===== src/hw/rtl/sbkd_pkg.sv =====
// Shared types and constants for the star banner keyword detector.
// No dependencies; imported by every module of the block.
package sbkd_pkg;

  localparam int HIST_CELLS = 5;
  localparam int WORD_COUNT = 4;
  localparam int WORD_MAX = 6;

  localparam logic [7:0] STAR_CHAR = 8'h2A;
  localparam logic [3:0] MIN_STARS_RESET = 4'd3;
  localparam logic [7:0] WINDOW_LEN_RESET = 8'd48;
  localparam logic [7:0] SINCE_CLOSED = 8'd255;
  localparam logic [3:0] STAR_RUN_MAX = 4'd15;

  typedef enum logic [0:0] {
    CFG_MIN_STARS = 1'b0,
    CFG_WINDOW_LEN = 1'b1
  } cfg_index_t;

  typedef struct packed {
    logic advance;
    logic clear;
  } step_ctl_t;

  localparam logic [7:0] WORD_TEXT [WORD_COUNT][WORD_MAX] = '{
    '{8'h64, 8'h69, 8'h65, 8'h64, 8'h00, 8'h00},
    '{8'h6B, 8'h69, 8'h6C, 8'h6C, 8'h65, 8'h64},
    '{8'h64, 8'h65, 8'h61, 8'h74, 8'h68, 8'h00},
    '{8'h73, 8'h63, 8'h68, 8'h6F, 8'h6F, 8'h6C}
  };
  localparam int WORD_LEN [WORD_COUNT] = '{4, 6, 5, 6};

endpackage


===== src/hw/rtl/sbkd_cell.sv =====
// One history cell: a folded text byte and its in-window flag.
// Depends on sbkd_pkg for the step control struct.
module sbkd_cell
  import sbkd_pkg::*;
(
  input  logic       clk,
  input  logic       rst,
  input  step_ctl_t  ctl,
  input  logic [7:0] d_byte,
  input  logic       d_win,
  output logic [7:0] q_byte,
  output logic       q_win
);

  logic [7:0] hold_byte;
  logic       hold_win;

  always_ff @(posedge clk) begin
    if (rst || ctl.clear) begin
      hold_byte <= 8'd0;
      hold_win  <= 1'b0;
    end else if (ctl.advance) begin
      hold_byte <= d_byte;
      hold_win  <= d_win;
    end
  end

  assign q_byte = hold_byte;
  assign q_win  = hold_win;

endmodule


===== src/hw/rtl/sbkd_banner.sv =====
// Star run counter and window position tracker.
// Depends on sbkd_pkg for constants and the step control struct.
module sbkd_banner
  import sbkd_pkg::*;
(
  input  logic       clk,
  input  logic       rst,
  input  step_ctl_t  ctl,
  input  logic       is_star,
  input  logic [3:0] min_stars,
  input  logic [7:0] window_len,
  output logic       win
);

  logic [3:0] star_run;
  logic [3:0] star_run_next;
  logic [7:0] since_banner;
  logic [7:0] since_banner_next;
  logic [7:0] since_inc;

  assign since_inc = (since_banner == SINCE_CLOSED) ? since_banner : since_banner + 8'd1;

  always_comb begin
    if (is_star) begin
      star_run_next     = (star_run == STAR_RUN_MAX) ? star_run : star_run + 4'd1;
      since_banner_next = since_inc;
    end else begin
      star_run_next = 4'd0;
      if (star_run != 4'd0 && star_run >= min_stars) begin
        since_banner_next = 8'd0;
      end else begin
        since_banner_next = since_inc;
      end
    end
  end

  assign win = since_banner_next < window_len;

  always_ff @(posedge clk) begin
    if (rst || ctl.clear) begin
      star_run     <= 4'd0;
      since_banner <= SINCE_CLOSED;
    end else if (ctl.advance) begin
      star_run     <= star_run_next;
      since_banner <= since_banner_next;
    end
  end

endmodule


===== src/hw/rtl/star_banner_keyword_detector.sv =====
// Top level of the star banner keyword detector.
// Depends on sbkd_pkg, sbkd_banner and sbkd_cell.
//
// Takes one text byte per clock with no gaps of its own. The result word for a
// text appears in the cycle after the byte marked last is accepted, from an output
// register; input is held off only while that register holds a word that the
// consumer stalls. Each byte before a NUL is matched as it arrives against a
// row of five history cells, which shifts one byte per cycle unless held off.
module star_banner_keyword_detector
  import sbkd_pkg::*;
(
  input  logic       clk,
  input  logic       rst,
  input  logic       cfg_we,
  input  logic [0:0] cfg_index,
  input  logic [7:0] cfg_data,
  input  logic       in_valid,
  output logic       in_stall,
  input  logic [7:0] text_byte,
  input  logic       last,
  output logic       out_valid,
  input  logic       out_stall,
  output logic       event_res
);

  logic [3:0] min_stars;
  logic [7:0] window_len;
  logic       found;
  logic       text_ended;
  logic       accept;
  logic       take;
  logic       new_win;
  logic [7:0] new_byte;
  logic [WORD_COUNT-1:0] word_hit;
  logic       hit;
  step_ctl_t  ctl;

  logic [7:0] cell_byte [HIST_CELLS];
  logic       cell_win  [HIST_CELLS];

  always_ff @(posedge clk) begin
    if (rst) begin
      min_stars  <= MIN_STARS_RESET;
      window_len <= WINDOW_LEN_RESET;
    end else if (cfg_we) begin
      unique case (cfg_index_t'(cfg_index))
        CFG_MIN_STARS:  min_stars  <= cfg_data[3:0];
        CFG_WINDOW_LEN: window_len <= cfg_data;
      endcase
    end
  end

  assign in_stall = out_valid && out_stall;
  assign accept   = in_valid && !in_stall;
  assign take     = accept && !text_ended && (text_byte != 8'd0);
  assign new_byte = (text_byte >= 8'h41 && text_byte <= 8'h5A) ? text_byte + 8'h20
                                                                : text_byte;
  assign ctl.advance = take;
  assign ctl.clear   = accept && last;

  sbkd_banner u_banner (
    .clk        (clk),
    .rst        (rst),
    .ctl        (ctl),
    .is_star    (text_byte == STAR_CHAR),
    .min_stars  (min_stars),
    .window_len (window_len),
    .win        (new_win)
  );

  for (genvar c = 0; c < HIST_CELLS; c++) begin : g_cell
    if (c == 0) begin : g_head
      sbkd_cell u_cell (
        .clk    (clk),
        .rst    (rst),
        .ctl    (ctl),
        .d_byte (new_byte),
        .d_win  (new_win),
        .q_byte (cell_byte[c]),
        .q_win  (cell_win[c])
      );
    end else begin : g_tail
      sbkd_cell u_cell (
        .clk    (clk),
        .rst    (rst),
        .ctl    (ctl),
        .d_byte (cell_byte[c-1]),
        .d_win  (cell_win[c-1]),
        .q_byte (cell_byte[c]),
        .q_win  (cell_win[c])
      );
    end
  end

  // word start sits len-1 positions back; position 0 is the incoming byte
  for (genvar w = 0; w < WORD_COUNT; w++) begin : g_word
    localparam int Len = WORD_LEN[w];
    logic [WORD_MAX-1:0] char_ok;
    for (genvar k = 0; k < WORD_MAX; k++) begin : g_char
      localparam int Pos = Len - 1 - k;
      if (k >= Len) begin : g_pad
        assign char_ok[k] = 1'b1;
      end else if (Pos == 0) begin : g_new
        assign char_ok[k] = (new_byte == WORD_TEXT[w][k]);
      end else begin : g_old
        assign char_ok[k] = (cell_byte[Pos-1] == WORD_TEXT[w][k]);
      end
    end
    assign word_hit[w] = cell_win[Len-2] && (&char_ok);
  end

  assign hit = take && (|word_hit);

  always_ff @(posedge clk) begin
    if (rst || ctl.clear) begin
      found      <= 1'b0;
      text_ended <= 1'b0;
    end else if (accept) begin
      if (hit) begin
        found <= 1'b1;
      end
      if (!text_ended && text_byte == 8'd0) begin
        text_ended <= 1'b1;
      end
    end
  end

  always_ff @(posedge clk) begin
    if (rst) begin
      out_valid <= 1'b0;
    end else if (accept && last) begin
      out_valid <= 1'b1;
    end else if (!out_stall) begin
      out_valid <= 1'b0;
    end
  end

  always_ff @(posedge clk) begin
    if (accept && last) begin
      event_res <= found || hit;
    end
  end

endmodule


===== config.mk =====
export PLATFORM = sky130hd
export DESIGN_NAME = star_banner_keyword_detector
export DESIGN_NICKNAME = d
export VERILOG_FILES = /design/src/hw/rtl/sbkd_pkg.sv /design/src/hw/rtl/sbkd_cell.sv /design/src/hw/rtl/sbkd_banner.sv /design/src/hw/rtl/star_banner_keyword_detector.sv
export SDC_FILE = /design/constraint.sdc
export NUM_CORES = 1
export LEC_CHECK = 0
export BUFFER_PORTS_ARGS = -buffer_cell sky130_fd_sc_hd__buf_2
export CAP_MARGIN = 20
export CORE_ASPECT_RATIO = 2
export CORE_MARGIN = 1.5
export CORE_UTILIZATION = 35
export CTS_CLUSTER_DIAMETER = 80
export CTS_CLUSTER_SIZE = 24
export DETAILED_ROUTE_END_ITERATION = 8
export HOLD_SLACK_MARGIN = 0.08
export PLACE_DENSITY_LB_ADDON = 0.05
export SLEW_MARGIN = 20
export SYNTH_ARGS = -nofsm -noshare
export SYNTH_HDL_FRONTEND = slang
export SYNTH_SLANG_ARGS = --single-unit

===== constraint.sdc =====
create_clock -name clk -period 2.6 [get_ports clk]
set_input_delay 0.13 -clock clk [delete_from_list [all_inputs] [get_ports clk]]
set_output_delay 0.13 -clock clk [all_outputs]
set_load 0.02 [all_outputs]

==> flow_metrics.py <==
metrics = {
    "detailed_routing": {
        "met2_wl_um": 5480,
        "wl_met3_um": 162,
        "highest_layer": "met4",
        "m1WireLength_um": 3550,
        "drtIter0Drc": 187,
        "routedWlPerCell_um": 14.9,
        "antenna_violating_nets_post_route": 0,
        "post-route-drc-count": 0,
        "drt_first_pass_iters": 4,
        "drt_wl_total_um": 9360,
        "routed_via_density": 5.10,
        "via_count": 3197,
    },
    "floorplanning": {
        "coreArea_um2": 9760,
        "rows": 51,
        "initial_utilization_pct": 36.2,
        "die_width_um": 74.0,
        "floorplan.io_pins": 26,
        "design.die.area_um2": 10700,
        "die-height_um": 145,
    },
    "clocking": {
        "clk_transition_reported_paths_ps": 60,
        "tritoncts": "built",
        "tritoncts.num_buffers": 9,
        "clkLatencyLatePin_ps": 330,
        "clockRootBuffer": "clkbuf_16",
        "buffer_count_from_post_cts_setup_fixing": 0,
        "ctsLongestPathBuffers": 2,
        "h_tree_levels": 3,
        "clock-sinks": 73,
    },
    "finish": {
        "fin_util_pct": 44.4,
        "syn_to_final_growth_pct": 22.9,
        "final_common_cell": "nand2_1",
        "fin_nets": 529,
        "insertedDiodeCount": 0,
        "top_library_cells_by_usage_in_the_layout_fill_and_taps_aside": "118 x nand2_1, 70 x dfxtp_1, 58 x a21oi_1",
        "fraction_of_final_layout_cells_sized_beyond_drive_strength_1_pct": 16.0,
    },
    "setup_path": {
        "worstPathArrival_ps": 2700,
        "worstSetupStartpoint": "u_banner.since_banner[1]",
        "r2r-end": "g_cell[0].g_head.u_cell.q_win",
        "timing.reg2reg.worst_path_depth": 12,
        "r2r_setup_slack_ps": 140,
        "crit_type": "reg2reg",
        "critical_path.endpoint": "g_cell[0].g_head.u_cell.q_win",
        "worstPathRequired_ps": 2840,
        "worst_setup_path_start_kind": "flip-flop",
        "r2r_start": "u_banner.since_banner[1]",
        "kind_of_capture_point_of_the_worst_setup_path": "flip-flop",
        "cp_max_fo": 4,
    },
    "sta": {
        "finalClockSkew_ps": 5.89,
        "hold_ws_ps": 88.8,
        "report.final.slew_viol_count": 0,
        "tightestPinTransition_ps": 774,
        "timing.final.ws_setup_ps": 141,
        "max_slew_margin_pct": 48.4,
        "final-setup-viol-count": 0,
        "final_min_period_over_clock_period_pct": 94.6,
        "finalHoldViolCount": 0,
        "timing.final.crit_period_ps": 2460,
        "fmaxAchievable_ghz": 0.407,
    },
    "synthesis": {
        "netlist.top_cell.by_area": "dfxtp_1",
        "async_flop_share_pct": 0,
        "synthDistinctLibCells": 54,
        "synth-edff-count": 1,
        "yosys.area.top_type_share_pct": 40.8,
        "yosysWarningCount": 0,
        "synth.yosys.seq_area_share_pct": 41.7,
        "syn_nets": 484,
        "syn_area_per_cell_um2": 7.91,
        "synth.area.top_cells": "dfxtp_1 41%, nand2_1 13%, a21oi_1 8.2%",
        "yosys_most_used_dff": "dfxtp_1",
        "netlist_instances": 446,
        "synthesis.area_um2": 3530,
        "yosys_register_bits": 73,
    },
    "global_route": {
        "global_route_wire_length_before_repair_um": 15500,
        "grt_remaining_overflow": 0,
        "grt_start_max_net_pins": 36,
        "grt_use_total_pct": 19.0,
        "first_global_vias": 3220,
        "antenna_found_initial": 0,
    },
    "place": {
        "post-place-ws_ps": 47.3,
        "place.port_buffers": 25,
        "dp_hpwl_um": 7050,
        "gp_congestion": 0.774,
    },
    "pwr": {
        "seqPwrFrac_pct": 40.0,
        "power.leakage_nw": 1.64,
        "power.ir.vdd_worst_mv": 0.400,
        "clockPowerShare_pct": 44.7,
        "p_per_area_nw_per_um2": 686,
        "pwr-share-comb_pct": 15.2,
        "p_switching_uw": 773,
        "cell_internal_pwr_mw": 2.20,
        "switching_share_pct": 26.0,
    },
    "worst_hold_path": {
        "timing.hold.worst.class": "in2reg",
    },
    "flow_run": {
        "maxCapViolCount": 0,
    },
    "outcome": {
        "status": "finished, final reports clean",
    },
}
[state kept, by name, summed over array words and instances (netlist names)]
register	count
g_cell.g_tail.u_cell.q_win	4
text_ended	1
window_len	8
found	1
g_cell.g_head.u_cell.q_win	1
out_valid	1
u_banner.since_banner	8
g_cell.g_head.u_cell.q_byte	8
min_stars	4
u_banner.star_run	4
event_res	1
g_cell.g_tail.u_cell.q_byte	32
[metal layers]
layer	up-vias	track usage [%]
met4	0	6.30
li1	1645	-
met1	1495	19.2
met3	12	3.40
met5	-	0
met2	45	36.4
[synthesized netlist by cell type, drive strengths merged (4+ instances only)]
master and n:
nor2b 9, ha 15, nor3 10, nand3b 4, nand3 10, nor4 9
nand4 8, o21ai 7, dfxtp 72, nor2 25, clkbuf 14, nand2 118
a21oi 59, buf 7, a211oi 4, a211o 6, inv 17
[power groups by stage]
stage          Clock, mW  Sequential, mW  Combinational, mW
2_1_floorplan          0            1.21              0.289
3_3_place_gp           0            1.22              0.429
3_5_place_dp           0            1.22              0.432
4_1_cts             1.37            1.19              0.444
5_1_grt             1.42            1.20              0.509
6_report            1.33            1.19              0.453
[critical path, stage by stage (launching register included)]
cell      delay, ps
dfxtp_1         370
ha_1            190
nand4_1         170
nor2_2          170
nor3_2           70
xnor2_1         190
nor2_1           70
ha_1            300
a21o_1          170
a21o_1          180
a211oi_2        200
a21oi_1          70
nor4_2          250
[cell type report]
| type | count | area (µm²) |
|---|---|---|
| clock buffers | 10 | 239 |
| flip-flops and latches | 73 | 1470 |
| well taps | 132 | 165 |
| repair buffers | 55 | 377 |
| multi-input cells | 335 | 1940 |
| inverters | 17 | 63.8 |
| fillers | 1004 | 5430 |
| clock inverters | 5 | 78.8 |
[through the flow]
stage | power (mW) | setup TNS, ps | area, µm² | std cells
6_report | 2.97 | 0 | 4340 | 627
5_1_grt | 3.13 | -11.7 | 4340 | 627
4_1_cts | 3.00 | 0 | 4300 | 627
3_5_place_dp | 1.65 | 0 | 3890 | 603
3_3_place_gp | 1.64 | 0 | 3890 | 603
2_1_floorplan | 1.50 | 0 | 3530 | 446
[repair_timing]
action	in CTS	in global routing
hold buffers	9	0
endpoints found under the setup margin	0	1
resized for setup	0	10
endpoints found under the hold margin	9	0
[how the worst min path moves through the flow]
stage | start | to | cells past startpoint
floorplan | rst | min_stars[1] | 1
global placement | cfg_data[5] | window_len[5] | 3
detailed placement | cfg_data[4] | window_len[4] | 3
CTS | in_valid | text_ended | 3
global route | text_byte[3] | g_cell[0].g_head.u_cell.q_byte[3] | 3
finish | in_valid | text_ended | 3
[kinds of logic after synthesis]
kind of cell,Yosys count,share of synthesized area (%)
mux,2,0.567
simple gates,218,29.8
xor+xnor,2,0.496
flops,73,41.7
compound gates,98,17.6
buf+inv,38,4.47
fa+ha+maj,15,5.32
Power figures use the tool's default switching activity.
